<file path="config.mk">
export PLATFORM = sky130hd
export DESIGN_NAME = rgb565_downscale_to_gray_flat
export DESIGN_NICKNAME = d
export VERILOG_FILES = /design/src/rtl/rdg_pkg.sv /design/src/rtl/rdg_if.sv /design/src/rtl/rdg_front.sv /design/src/rtl/rdg_queue.sv /design/src/rtl/rdg_back.sv /design/src/rtl/rgb565_downscale_to_gray.sv /design/src/flat_wrapper.sv
export SDC_FILE = /design/constraint.sdc
export NUM_CORES = 1
export LEC_CHECK = 0
export BUFFER_PORTS_ARGS = -buffer_cell sky130_fd_sc_hd__buf_2
export CORE_MARGIN = 2
export CORE_UTILIZATION = 55
export CTS_CLUSTER_DIAMETER = 150
export DETAILED_ROUTE_END_ITERATION = 12
export PLACE_DENSITY = 0.72
export RECOVER_POWER = 100
export SLEW_MARGIN = 0
export SYNTH_ARGS = -nofsm -noshare
export SYNTH_HDL_FRONTEND = slang
export SYNTH_SLANG_ARGS = --single-unit
</file>
<file path="constraint.sdc">
create_clock -name clk -period 6.8 [get_ports clk]
set_clock_uncertainty 0.05 [all_clocks]
set_input_delay 0.68 -clock clk [delete_from_list [all_inputs] [get_ports clk]]
set_output_delay 0.68 -clock clk [all_outputs]
set_load 0.005 [all_outputs]
</file>
<file path="src/rtl/rdg_pkg.sv">
`timescale 1ns / 1ps

package rdg_pkg;

	localparam int DEST_WIDTH  = 64;
	localparam int DEST_HEIGHT = 64;

	localparam int COORD_W  = 6;
	localparam int DCOUNT_W = 7;
	localparam int SRC_W    = 10;
	localparam int STEP_W   = 14;
	localparam int TINT_W   = 11;
	localparam int FRAC_W   = 10;
	localparam int CFG_W    = 14;
	localparam int IDX_W    = 2;

	localparam int MILLI      = 1000;
	localparam int RECIP_1000 = 16778;
	localparam int RECIP_SH   = 24;

	localparam int LUMA_R     = 30;
	localparam int LUMA_G     = 59;
	localparam int LUMA_B     = 11;
	localparam int SUM_W      = 15;
	localparam int RECIP_100  = 5243;
	localparam int LUMA_SH    = 19;
	localparam int LUMA_PROD_W = 28;

	localparam int QPTR_W      = 2;
	localparam int QUEUE_DEPTH = 1 << QPTR_W;

	typedef enum logic [IDX_W-1:0] {
		REG_SOURCE_WIDTH = 2'd0,
		REG_COLUMN_STEP  = 2'd1,
		REG_ROW_STEP     = 2'd2
	} reg_idx_t;

	// step split into whole pixels and thousandths
	typedef struct packed {
		logic [4:0]        whole;
		logic [FRAC_W-1:0] frac;
	} step_t;

	typedef struct packed {
		logic [15:0]        pixel;
		logic [COORD_W-1:0] dest_x;
		logic [COORD_W-1:0] dest_y;
		logic               frame_last;
	} item_t;

	typedef struct packed {
		logic full;
		logic valid;
	} q_stat_t;

	function automatic step_t split_step(input logic [STEP_W-1:0] s);
		logic [28:0] prod;
		logic [4:0]  q;
		logic [14:0] qk;
		step_t       r;
		prod = 29'(s) * 29'(RECIP_1000);
		q = prod[28:RECIP_SH];
		qk = 15'(q) * 15'(MILLI);
		r.whole = q;
		r.frac = FRAC_W'(15'(s) - qk);
		return r;
	endfunction

endpackage

</file>
<file path="src/rtl/rdg_if.sv">
`timescale 1ns / 1ps

interface rdg_pix_if;
	logic        valid;
	logic        ready;
	logic [15:0] pixel;
	logic        frame_start;

	modport source (output valid, output pixel, output frame_start, input ready);
	modport sink (input valid, input pixel, input frame_start, output ready);
endinterface

interface rdg_gray_if;
	logic                        valid;
	logic                        ready;
	logic [7:0]                  gray;
	logic [rdg_pkg::COORD_W-1:0] dest_x;
	logic [rdg_pkg::COORD_W-1:0] dest_y;
	logic                        frame_last;

	modport source (output valid, output gray, output dest_x, output dest_y,
		output frame_last, input ready);
	modport sink (input valid, input gray, input dest_x, input dest_y,
		input frame_last, output ready);
endinterface

</file>
<file path="src/rtl/rdg_front.sv">
`timescale 1ns / 1ps

module rdg_front (
	input  logic                       clk,
	input  logic                       arst_n,
	input  logic                       wr_en,
	input  logic [rdg_pkg::IDX_W-1:0]  wr_index,
	input  logic [rdg_pkg::CFG_W-1:0]  wr_data,
	rdg_pix_if.sink                    pixels,
	input  rdg_pkg::q_stat_t           q_stat,
	output logic                       push,
	output rdg_pkg::item_t             item
);

	logic [rdg_pkg::SRC_W-1:0]    src_width_q;
	rdg_pkg::step_t               col_step_q;
	rdg_pkg::step_t               row_step_q;

	logic [rdg_pkg::SRC_W-1:0]    src_col_q, src_row_q;
	logic [rdg_pkg::DCOUNT_W-1:0] dst_col_q, dst_row_q;
	logic [rdg_pkg::TINT_W-1:0]   col_int_q, row_int_q;
	logic [rdg_pkg::FRAC_W-1:0]   col_frac_q, row_frac_q;

	logic [rdg_pkg::SRC_W-1:0]    sc, sr;
	logic [rdg_pkg::DCOUNT_W-1:0] dc, dr;
	logic [rdg_pkg::TINT_W-1:0]   ci, ri;
	logic [rdg_pkg::FRAC_W-1:0]   cf, rf;

	logic                         acc, row_hit, col_hit, hit, row_end, last_col;
	logic [rdg_pkg::TINT_W-1:0]   col_fsum, row_fsum;
	logic                         col_carry, row_carry;
	logic [rdg_pkg::TINT_W-1:0]   col_nint, row_nint;
	logic [rdg_pkg::FRAC_W-1:0]   col_nfrac, row_nfrac;

	assign pixels.ready = !q_stat.full;
	assign acc = pixels.valid && pixels.ready;

	// frame start restarts every counter before the word is handled
	always_comb begin
		if (pixels.frame_start) begin
			sc = '0; sr = '0; dc = '0; dr = '0;
			ci = '0; ri = '0; cf = '0; rf = '0;
		end else begin
			sc = src_col_q; sr = src_row_q; dc = dst_col_q; dr = dst_row_q;
			ci = col_int_q; ri = row_int_q; cf = col_frac_q; rf = row_frac_q;
		end
	end

	always_comb begin
		col_fsum  = rdg_pkg::TINT_W'(cf) + rdg_pkg::TINT_W'(col_step_q.frac);
		col_carry = col_fsum >= rdg_pkg::TINT_W'(rdg_pkg::MILLI);
		col_nfrac = col_carry ? rdg_pkg::FRAC_W'(col_fsum - rdg_pkg::TINT_W'(rdg_pkg::MILLI))
			: rdg_pkg::FRAC_W'(col_fsum);
		col_nint  = ci + rdg_pkg::TINT_W'(col_step_q.whole) + rdg_pkg::TINT_W'(col_carry);

		row_fsum  = rdg_pkg::TINT_W'(rf) + rdg_pkg::TINT_W'(row_step_q.frac);
		row_carry = row_fsum >= rdg_pkg::TINT_W'(rdg_pkg::MILLI);
		row_nfrac = row_carry ? rdg_pkg::FRAC_W'(row_fsum - rdg_pkg::TINT_W'(rdg_pkg::MILLI))
			: rdg_pkg::FRAC_W'(row_fsum);
		row_nint  = ri + rdg_pkg::TINT_W'(row_step_q.whole) + rdg_pkg::TINT_W'(row_carry);

		row_hit = (dr < rdg_pkg::DCOUNT_W'(rdg_pkg::DEST_HEIGHT))
			&& (ri == rdg_pkg::TINT_W'(sr));
		col_hit = (dc < rdg_pkg::DCOUNT_W'(rdg_pkg::DEST_WIDTH))
			&& (ci == rdg_pkg::TINT_W'(sc)) && (sc < src_width_q);
		hit = row_hit && col_hit;
		last_col = (dc == rdg_pkg::DCOUNT_W'(rdg_pkg::DEST_WIDTH - 1))
			|| (col_nint >= rdg_pkg::TINT_W'(src_width_q));
		row_end = (rdg_pkg::TINT_W'(sc) + rdg_pkg::TINT_W'(1))
			>= rdg_pkg::TINT_W'(src_width_q);
	end

	assign push = acc && hit;

	always_comb begin
		item.pixel      = pixels.pixel;
		item.dest_x     = rdg_pkg::COORD_W'(dc);
		item.dest_y     = rdg_pkg::COORD_W'(dr);
		item.frame_last = (dr == rdg_pkg::DCOUNT_W'(rdg_pkg::DEST_HEIGHT - 1)) && last_col;
	end

	always_ff @(posedge clk or negedge arst_n) begin
		if (!arst_n) begin
			src_width_q <= rdg_pkg::SRC_W'(160);
			col_step_q  <= rdg_pkg::split_step(rdg_pkg::STEP_W'(2500));
			row_step_q  <= rdg_pkg::split_step(rdg_pkg::STEP_W'(1875));
		end else if (wr_en) begin
			case (rdg_pkg::reg_idx_t'(wr_index))
				rdg_pkg::REG_SOURCE_WIDTH: src_width_q <= wr_data[rdg_pkg::SRC_W-1:0];
				rdg_pkg::REG_COLUMN_STEP: col_step_q <= rdg_pkg::split_step(wr_data);
				rdg_pkg::REG_ROW_STEP: row_step_q <= rdg_pkg::split_step(wr_data);
				default: ;
			endcase
		end
	end

	always_ff @(posedge clk or negedge arst_n) begin
		if (!arst_n) begin
			src_col_q <= '0; src_row_q <= '0; dst_col_q <= '0; dst_row_q <= '0;
			col_int_q <= '0; row_int_q <= '0; col_frac_q <= '0; row_frac_q <= '0;
		end else if (acc) begin
			if (row_end) begin
				src_col_q <= '0;
				src_row_q <= (sr != '1) ? sr + rdg_pkg::SRC_W'(1) : sr;
				dst_col_q <= '0;
				col_int_q <= '0;
				col_frac_q <= '0;
				if (row_hit) begin
					dst_row_q <= dr + rdg_pkg::DCOUNT_W'(1);
					row_int_q <= row_nint;
					row_frac_q <= row_nfrac;
				end else begin
					dst_row_q <= dr;
					row_int_q <= ri;
					row_frac_q <= rf;
				end
			end else begin
				src_col_q <= sc + rdg_pkg::SRC_W'(1);
				src_row_q <= sr;
				dst_row_q <= dr;
				row_int_q <= ri;
				row_frac_q <= rf;
				if (hit) begin
					dst_col_q <= dc + rdg_pkg::DCOUNT_W'(1);
					col_int_q <= col_nint;
					col_frac_q <= col_nfrac;
				end else begin
					dst_col_q <= dc;
					col_int_q <= ci;
					col_frac_q <= cf;
				end
			end
		end
	end

`ifndef SYNTHESIS
	a_last_on_last_row: assert property (@(posedge clk) disable iff (!arst_n)
		push && item.frame_last |-> item.dest_y == rdg_pkg::COORD_W'(rdg_pkg::DEST_HEIGHT - 1))
		else $error("frame_last outside the last destination row");
`endif

endmodule

</file>
<file path="src/rtl/rdg_queue.sv">
`timescale 1ns / 1ps

module rdg_queue (
	input  logic              clk,
	input  logic              arst_n,
	input  logic              push,
	input  rdg_pkg::item_t    push_item,
	input  logic              pop,
	output rdg_pkg::item_t    head,
	output rdg_pkg::q_stat_t  stat
);

	rdg_pkg::item_t              mem_q [rdg_pkg::QUEUE_DEPTH];
	logic [rdg_pkg::QPTR_W-1:0]  wr_ptr_q, rd_ptr_q;
	logic [rdg_pkg::QPTR_W:0]    count_q;
	logic                        do_pop;

	assign stat.full  = count_q == (rdg_pkg::QPTR_W+1)'(rdg_pkg::QUEUE_DEPTH);
	assign stat.valid = count_q != '0;
	assign head = mem_q[rd_ptr_q];
	assign do_pop = pop && stat.valid;

	always_ff @(posedge clk) begin
		if (push) begin
			mem_q[wr_ptr_q] <= push_item;
		end
	end

	always_ff @(posedge clk or negedge arst_n) begin
		if (!arst_n) begin
			wr_ptr_q <= '0;
			rd_ptr_q <= '0;
			count_q  <= '0;
		end else begin
			if (push) begin
				wr_ptr_q <= wr_ptr_q + rdg_pkg::QPTR_W'(1);
			end
			if (do_pop) begin
				rd_ptr_q <= rd_ptr_q + rdg_pkg::QPTR_W'(1);
			end
			case ({push, do_pop})
				2'b10: count_q <= count_q + (rdg_pkg::QPTR_W+1)'(1);
				2'b01: count_q <= count_q - (rdg_pkg::QPTR_W+1)'(1);
				default: count_q <= count_q;
			endcase
		end
	end

`ifndef SYNTHESIS
	a_no_push_full: assert property (@(posedge clk) disable iff (!arst_n)
		stat.full |-> !push)
		else $error("word written into a full queue");
	a_count_bound: assert property (@(posedge clk) disable iff (!arst_n)
		count_q <= (rdg_pkg::QPTR_W+1)'(rdg_pkg::QUEUE_DEPTH))
		else $error("queue fill count beyond depth");
`endif

endmodule

</file>
<file path="src/rtl/rdg_back.sv">
`timescale 1ns / 1ps

module rdg_back (
	input  logic              clk,
	input  logic              arst_n,
	input  rdg_pkg::item_t    head,
	input  rdg_pkg::q_stat_t  q_stat,
	output logic              pop,
	rdg_gray_if.source        grays
);

	logic                         valid_s1, valid_s2;
	logic [rdg_pkg::SUM_W-1:0]    sum_s1;
	logic [rdg_pkg::COORD_W-1:0]  dx_s1, dy_s1;
	logic                         last_s1;
	logic [7:0]                   gray_s2;
	logic [rdg_pkg::COORD_W-1:0]  dx_s2, dy_s2;
	logic                         last_s2;

	logic                         adv_s2, load_s1;
	logic [7:0]                   r8, g8, b8;
	logic [rdg_pkg::SUM_W-1:0]    sum;
	logic [rdg_pkg::LUMA_PROD_W-1:0] quo;

	assign adv_s2  = !valid_s2 || grays.ready;
	assign load_s1 = !valid_s1 || adv_s2;
	assign pop     = q_stat.valid && load_s1;

	always_comb begin
		r8 = {head.pixel[15:11], 3'b000};
		g8 = {head.pixel[10:5], 2'b00};
		b8 = {head.pixel[4:0], 3'b000};
		sum = rdg_pkg::SUM_W'(r8) * rdg_pkg::SUM_W'(rdg_pkg::LUMA_R)
			+ rdg_pkg::SUM_W'(g8) * rdg_pkg::SUM_W'(rdg_pkg::LUMA_G)
			+ rdg_pkg::SUM_W'(b8) * rdg_pkg::SUM_W'(rdg_pkg::LUMA_B);
		// divide by 100 through the reciprocal, exact over the sum's range
		quo = rdg_pkg::LUMA_PROD_W'(sum_s1) * rdg_pkg::LUMA_PROD_W'(rdg_pkg::RECIP_100);
	end

	always_ff @(posedge clk or negedge arst_n) begin
		if (!arst_n) begin
			valid_s1 <= 1'b0;
			valid_s2 <= 1'b0;
		end else begin
			if (load_s1) begin
				valid_s1 <= q_stat.valid;
			end
			if (adv_s2) begin
				valid_s2 <= valid_s1;
			end
		end
	end

	always_ff @(posedge clk) begin
		if (pop) begin
			sum_s1  <= sum;
			dx_s1   <= head.dest_x;
			dy_s1   <= head.dest_y;
			last_s1 <= head.frame_last;
		end
		if (adv_s2 && valid_s1) begin
			gray_s2 <= quo[rdg_pkg::LUMA_SH +: 8];
			dx_s2   <= dx_s1;
			dy_s2   <= dy_s1;
			last_s2 <= last_s1;
		end
	end

	assign grays.valid      = valid_s2;
	assign grays.gray       = gray_s2;
	assign grays.dest_x     = dx_s2;
	assign grays.dest_y     = dy_s2;
	assign grays.frame_last = last_s2;

`ifndef SYNTHESIS
	a_gray_range: assert property (@(posedge clk) disable iff (!arst_n)
		valid_s2 |-> gray_s2 <= 8'd250)
		else $error("luma above its largest value");
`endif

endmodule

</file>
<file path="src/rtl/rgb565_downscale_to_gray.sv">
`timescale 1ns / 1ps
// channel   role     handshake      words carried
// pixels    in       valid/ready    pixel[15:0], frame_start
// grays     out      valid/ready    gray[7:0], dest_x[5:0], dest_y[5:0], frame_last
// wr_*      config   wr_en only     wr_index[1:0], wr_data[13:0]
//
// One source word a cycle is taken while the four-entry queue has room.
// A selected word goes through the queue, then the luma-sum register and the
// reciprocal-multiply output register; the output register holds it until grays.ready.
// Reset clears the counters and loads width 160, steps 2500 and 1875.
// A stall on grays fills the queue, and pixels.ready drops only when it is full.

module rgb565_downscale_to_gray (
	input  logic                      clk,
	input  logic                      arst_n,
	input  logic                      wr_en,
	input  logic [rdg_pkg::IDX_W-1:0] wr_index,
	input  logic [rdg_pkg::CFG_W-1:0] wr_data,
	rdg_pix_if.sink                   pixels,
	rdg_gray_if.source                grays
);

	rdg_pkg::q_stat_t q_stat;
	rdg_pkg::item_t   push_item, head;
	logic             push, pop;

	rdg_front u_front (
		.clk      (clk),
		.arst_n   (arst_n),
		.wr_en    (wr_en),
		.wr_index (wr_index),
		.wr_data  (wr_data),
		.pixels   (pixels),
		.q_stat   (q_stat),
		.push     (push),
		.item     (push_item)
	);

	rdg_queue u_queue (
		.clk       (clk),
		.arst_n    (arst_n),
		.push      (push),
		.push_item (push_item),
		.pop       (pop),
		.head      (head),
		.stat      (q_stat)
	);

	rdg_back u_back (
		.clk    (clk),
		.arst_n (arst_n),
		.head   (head),
		.q_stat (q_stat),
		.pop    (pop),
		.grays  (grays)
	);

endmodule

</file>
<file path="src/flat_wrapper.sv">
// flat-port wrapper written by rule: the top's interface ports become plain ports
module rgb565_downscale_to_gray_flat 
  (clk, arst_n, wr_en, wr_index, wr_data, pixels_valid, pixels_pixel, pixels_frame_start, pixels_ready, grays_valid, grays_gray, grays_dest_x, grays_dest_y, grays_frame_last, grays_ready);
  rdg_pix_if pixels_i ();
  rdg_gray_if grays_i ();
  input  logic clk;
  input  logic arst_n;
  input  logic wr_en;
  input  logic [rdg_pkg::IDX_W-1:0] wr_index;
  input  logic [rdg_pkg::CFG_W-1:0] wr_data;
  input wire logic [$bits(pixels_i.valid)-1:0] pixels_valid;
  input wire logic [$bits(pixels_i.pixel)-1:0] pixels_pixel;
  input wire logic [$bits(pixels_i.frame_start)-1:0] pixels_frame_start;
  output wire logic [$bits(pixels_i.ready)-1:0] pixels_ready;
  output wire logic [$bits(grays_i.valid)-1:0] grays_valid;
  output wire logic [$bits(grays_i.gray)-1:0] grays_gray;
  output wire logic [$bits(grays_i.dest_x)-1:0] grays_dest_x;
  output wire logic [$bits(grays_i.dest_y)-1:0] grays_dest_y;
  output wire logic [$bits(grays_i.frame_last)-1:0] grays_frame_last;
  input wire logic [$bits(grays_i.ready)-1:0] grays_ready;
  assign pixels_i.valid = pixels_valid;
  assign pixels_i.pixel = pixels_pixel;
  assign pixels_i.frame_start = pixels_frame_start;
  assign pixels_ready = pixels_i.ready;
  assign grays_valid = grays_i.valid;
  assign grays_gray = grays_i.gray;
  assign grays_dest_x = grays_i.dest_x;
  assign grays_dest_y = grays_i.dest_y;
  assign grays_frame_last = grays_i.frame_last;
  assign grays_i.ready = grays_ready;
  rgb565_downscale_to_gray u_core (.clk(clk), .arst_n(arst_n), .wr_en(wr_en), .wr_index(wr_index), .wr_data(wr_data), .pixels(pixels_i), .grays(grays_i));
endmodule
</file>
---- Word-level counts from Yosys, hierarchy flattened ----
Memories as Yosys holds them, arrays and structs flattened.
Index checks and enable logic that the tools add are counted.
Widths: inputs -> output; s select.
word-level totals
  register bits after elaboration ......... 174
  bits in writable memories ............... 116
  input port bits ......................... 38
  output and inout port bits .............. 23
  word-level logic and storage cells ...... 120
  memories kept ........................... 1
memory list
  name                  words  width  read ports  clocked after Yosys merged registers in  wr ports  RTL line         RTL
  u_core.u_queue.mem_q  4      29     1           0                                        1         rdg_queue.sv:13  rdg_pkg::item_t mem_q [rdg_pkg::QUEUE_DEPTH];
cells by class
  $add $sub $neg .......................... 20
  multipliers ............................. 6
  magnitude comparators ................... 7
  equality and inequality tests ........... 10
  muxes and demuxes ....................... 28
  reductions and logical operators ........ 22
operator list
  kind                    count
  $mux 10                 13
  $mux 11                 6
  $mux 7                  6
  $mul 14x14->28 const B  1
  $mul 15x13->27 const B  1
  $add 10x10->11          2
  $add 11x1->11           2
  $add 11x5->11           2
  $eq 11x10->1            2
  $ge 11x10->1            2
  $ge 11x10->1 const B    2
  $add 10x1->10 const B   2
  $sub 10x10->10 const B  2
  $mul 5x4->9 const B     2
  $add 13x14->15          1
  $add 15x12->15          1
  $add 7x1->7 const B     2
  $eq 7x6->1 const B      2
  $lt 7x7->1 const B      2
  $mul 6x6->12 const B    1
  $add 10x1->11 const B   1
  $logic_and 1x1->1       10
  $lt 10x10->1            1
  $ne 10x10->1 const B    1
  other kinds (16)        26

---- Depth between registers and ports, before layout ----
  depth in word-level cells ............... 8
  depth in mapped cells ................... 34
  mapped depth without buffers ............ 34

---- Cells and area by module ----
From an unflattened synthesis, not the netlist that was laid out.
second synthesis, totals
  cell total of the unflattened synthesis .. 2,008
  area total of the unflattened synthesis .. 22,122.5 µm²
modules (own cells, without submodules)
  module     instances  cells each  area each (µm²)  sequential area each (µm²)
  rdg_front  1          1,180       10,681.5         2,924.1
  rdg_back   1          640         6,847.8          1,461.4
  rdg_queue  1          188         4,593.2          3,658.5

---- Least setup slack after synthesis ----
OpenSTA, ideal clock, no wires.
  path type ............................... input-to-reg
  start ................................... input port wr_data[6] in the netlist's numbering
  end ..................................... register u_core.u_front.col_step_q[9] in the netlist's numbering
  setup time .............................. 0.131 ns
  arrival ................................. 7.328 ns
  required time ........................... 6.619 ns
  setup slack ............................. -0.709 ns
  stages .................................. 30
  path buffers ............................ 0
  path through ............................ ha_1 > ha_1 > ha_1 > ha_1 > fa_1 > inv_1 > fa_1 > inv_1 > ha_1 > a21oi_1 > o21ai_0 > nor2b_1 > a21o_1 > o21a_1 > o21ai_0 > xnor2_1 > inv_1 > ha_1 > inv_1 > fa_1 > fa_1 > inv_1 > ha_1 > a21oi_1 > a21oi_1 > a31oi_1 > xnor3_1 > xnor3_1 > xnor2_1 > o21ai_1
on the way
  cells in the longest elaborated chain, start to end .. 3
RTL lines
  item                  RTL line            RTL
  from (decl)           flat_wrapper.sv:10  input logic [rdg_pkg::CFG_W-1:0] wr_data;
  $mul 14x14->28        rdg_pkg.sv:61       prod = 29'(s) * 29'(RECIP_1000);
  $mul 5x7->7           rdg_pkg.sv:63       qk = 15'(q) * 15'(MILLI);
  $sub 10x10->10 *      rdg_pkg.sv:65       r.frac = FRAC_W'(15'(s) - qk);
  to (signal assigned)  rdg_front.sv:85     col_step_q <= rdg_pkg::split_step(rdg_pkg::STEP_W'(2500));
  to (signal assigned)  rdg_front.sv:90     rdg_pkg::REG_COLUMN_STEP: col_step_q <= rdg_pkg::split_step(wr_data);
  to (decl)             rdg_front.sv:16     rdg_pkg::step_t col_step_q;
Every way passes the cells marked *; elsewhere a longest branch is shown, timed or not.
A chain may end at the register's enable or synchronous reset.

---- Worst setup path in the final report ----
  start ................................... input port wr_data[10] in the netlist's numbering
  end ..................................... register u_core.u_front.col_step_q[9] in the netlist's numbering
on the way
  cells in the longest elaborated chain, start to end .. 3
RTL lines
  item            RTL line
  $mul 14x14->28  rdg_pkg.sv:61
  $mul 5x7->7     rdg_pkg.sv:63
  $sub 10x10->10  rdg_pkg.sv:65
No other way between the ends.

==> run metrics <==
crit path capture type=register; clock buffer count from CTS=35; initial antenna violation count=0; crit path kind=input port to register; cell area after synthesis=about 22000 um^2; I/O Buffers=60; hold path endpoint=u_core.u_queue.mem_q[1][22]$_DFFE_PP_; Ports=slightly above 60; final instance area=25100 um^2; via count=14737; Worst-Margin Slew=roughly 3.4 ns; Clk pin slew, worst setup/hold paths=0.06 ns; CP bufs+invs=6; Max Fclk=150 MHz; Synth area leaders=edfxtp_1 (22%), ha_1 (19%), dfrtp_1 (12%), fa_1 (11%), inv_1 (4.9%); commonest non-fill, non-tap cell in the layout=ha_1; Rows=73; syn avg cell area=11.2 um^2; CP most frequent cell=ha_4; Ys Warns=0; hpwl dp=34900 um; residual DRC count=0; post-route antenna net violation count=0; Reg2Reg Setup Slack=around 0.45 ns; clock tree sinks=between 200 and 300; startpoint types=input port; Worst R2R Start=u_core.u_front.col_frac_q[0]$_DFFE_PN0P_; post-synth cell types=85; placer congestion estimate=0.875; register area share after synthesis=36.6%; core area=39600 um^2; Yosys top cell area share=22.3%; Syn Nets=~2500; most frequent cells in the layout=ha_1 (282), inv_1 (279), edfxtp_1 (163); largest net degree at the start of global routing=69; ratio of cells with drive above 1 in the final layout=15.6%; status=finished with violations; ys flop type=edfxtp_1; fin crit share=97.9%; r2r endpoint=u_core.u_queue.mem_q[0][0]$_DFFE_PP_; register bit total from synthesis=288; Synth-to-Final Area Change=14.3%; first-pass GRT wire length=about 78000 um; Tmin final=6.66 ns; Hold Crit Start=pixels_pixel[9]; DIE HEIGHT=204 um; Synth area leader=edfxtp_1; max_cap viols=2; unrepaired setup endpoints after global routing=yes; number of global-route vias before repair=15517; Clock Tree Root=clkbuf_16; placed instance count=2577; CTS tree=done; max incr delay on CP=between 0.5 and 0.6 ns; Final WS setup=approximately 0.14 ns; Die X=204 um; Post-synth ARST share=about 43%; Layout Cells excl Fill=approximately 2600; cell family with most CP delay=adder cells; Req. time, crit path=7.14 ns; Slew Limit Fails=89; Final nets=2580; Placed Instance Area=~24000 um^2; vias per cell=roughly 5.6; gr ovfl total=0; Final Hold Viols=0; Routed WL per cell=17.9 um; cells on worst reg2reg path=25; H-tree depth=2; Tot GR Track Use=23.5%; drt first pass iters=6; slew margin rel.=-129%; Post-Place Setup Slack=-0.474 ns; 1st-iter DRT viols=a little over 800; violated checks=capacitance limit, slew limit; EDFF count, synth=163; gate count of the mapped netlist=1967; setup violators final=0; Arr. time, crit path=approximately 7.0 ns; Post-Route WL=47300 um; worst hold path type=input port to register; critical path fanouts, max=3; Slowest-stage cell, CP=fa_1; CTS Buffer Depth=3; Clk Latency, worst-skew pair=0.56 ns; Worst Hold Depth=1; diode count=0; full die area=41600 um^2; Initial Util=55.5%
-- worst reg2reg max path: cells and delay by family, from the launching register on --
family                     cells  cell delay, ns
AOI/OAI and AO/OA             11            2.20
adders and majority gates      6            2.02
and+or+nand+nor                6            1.16
DFF                            1            0.37
buffers and inverters          1            0.14
xor gates and xnor gates       1            0.14
-- metal layers --
layer	global-route usage (%)	up-vias	share of wire (%)
li1	-	7133	-
met1	29.2	7281	43
met2	41.7	237	51
met3	3.09	86	3.3
met4	8.72	0	2.9
met5	0	-	0
-- logic make-up after synthesis --
family,count (synthesis),share of synthesized area (%)
buffers and inverters,330,5.67
AOI/OAI and AO/OA,353,10.9
xor gates and xnor gates,115,4.71
and+or+nand+nor,384,8.76
DFF,288,36.6
adders and majority gates,448,29.5
muxes,49,3.95
-- worst max-delay path by stage --
stage	to	from	cells after the start
2_1_floorplan	u_core.u_front.col_step_q[9]$_DFFE_PN0P_	wr_data[9]	28
3_3_place_gp	u_core.u_front.col_step_q[9]$_DFFE_PN0P_	wr_data[9]	30
3_5_place_dp	u_core.u_front.col_step_q[9]$_DFFE_PN0P_	wr_data[9]	29
4_1_cts	u_core.u_front.col_step_q[9]$_DFFE_PN0P_	wr_data[7]	31
5_1_grt	u_core.u_front.col_step_q[9]$_DFFE_PN0P_	wr_data[10]	31
6_report	u_core.u_front.col_step_q[9]$_DFFE_PN0P_	wr_data[10]	30
-- metrics by stage --
| step | setup TNS (ns) | utilization (%) | hold slack, ns |
|---|---|---|---|
| floorplan | -0.0184 | - | 0.334 |
| global placement | -1.22 | 59.4 | 0.356 |
| detailed placement | -2.15 | 59.4 | 0.355 |
| CTS | 0 | 62.3 | 0.188 |
| global route | -0.603 | 63.4 | 0.342 |
| finish | 0 | 63.4 | 0.337 |
-- cell type report --
cell class	count	area, um^2
Timing Repair Buffer	130	827
Inverter	291	1090
Clock inverter	24	239
Tap cell	525	657
Sequential cell	288	8050
Fill cell	3114	14500
Clock buffer	39	901
Multi-Input combinational cell	1349	13400
-- what timing repair did --
| action | in CTS | in global routing |
|---|---|---|
| setup endpoints to repair | 0 | 10 |
| hold buffers | 0 | 0 |
| setup buffers | 0 | 6 |
| gates resized for setup | 0 | 69 |
-- synthesized netlist by cell type, types with 29 or more instances --
master,n
inv_1,289
xor2_1,41
mux4_2,29
fa_1,117
ha_1,330
xnor2_1,72
a21oi_1,77
nor2_1,56
a21o_1,35
o21ai_0,72
dfrtp_1,108
clkbuf_1,30
edfxtp_1,163
nand2_1,131
nor2b_1,59
-- state kept, by name, summed over array words and instances (netlist names), 3 cells and up --
signal,count
u_core.u_front.dst_row_q,7
u_core.u_front.dst_col_q,7
u_core.u_front.col_int_q,11
u_core.u_queue.mem_q,116
u_core.u_queue.count_q,3
u_core.u_front.src_row_q,10
u_core.u_front.row_int_q,11
u_core.u_front.row_frac_q,10
u_core.u_back.dx_s1,6
u_core.u_front.src_col_q,10
u_core.u_back.grays.dest_y,6
u_core.u_back.dy_s1,6
u_core.u_back.grays.gray,8
u_core.u_front.row_step_q,15
u_core.u_back.sum_s1,13
u_core.u_front.src_width_q,10
u_core.u_front.col_step_q,15
u_core.u_back.grays.dest_x,6
u_core.u_front.col_frac_q,10
Power is left out: the tool's default activity adds up to more than one toggle a clock period on the data nets, which glitch-free logic cannot reach.
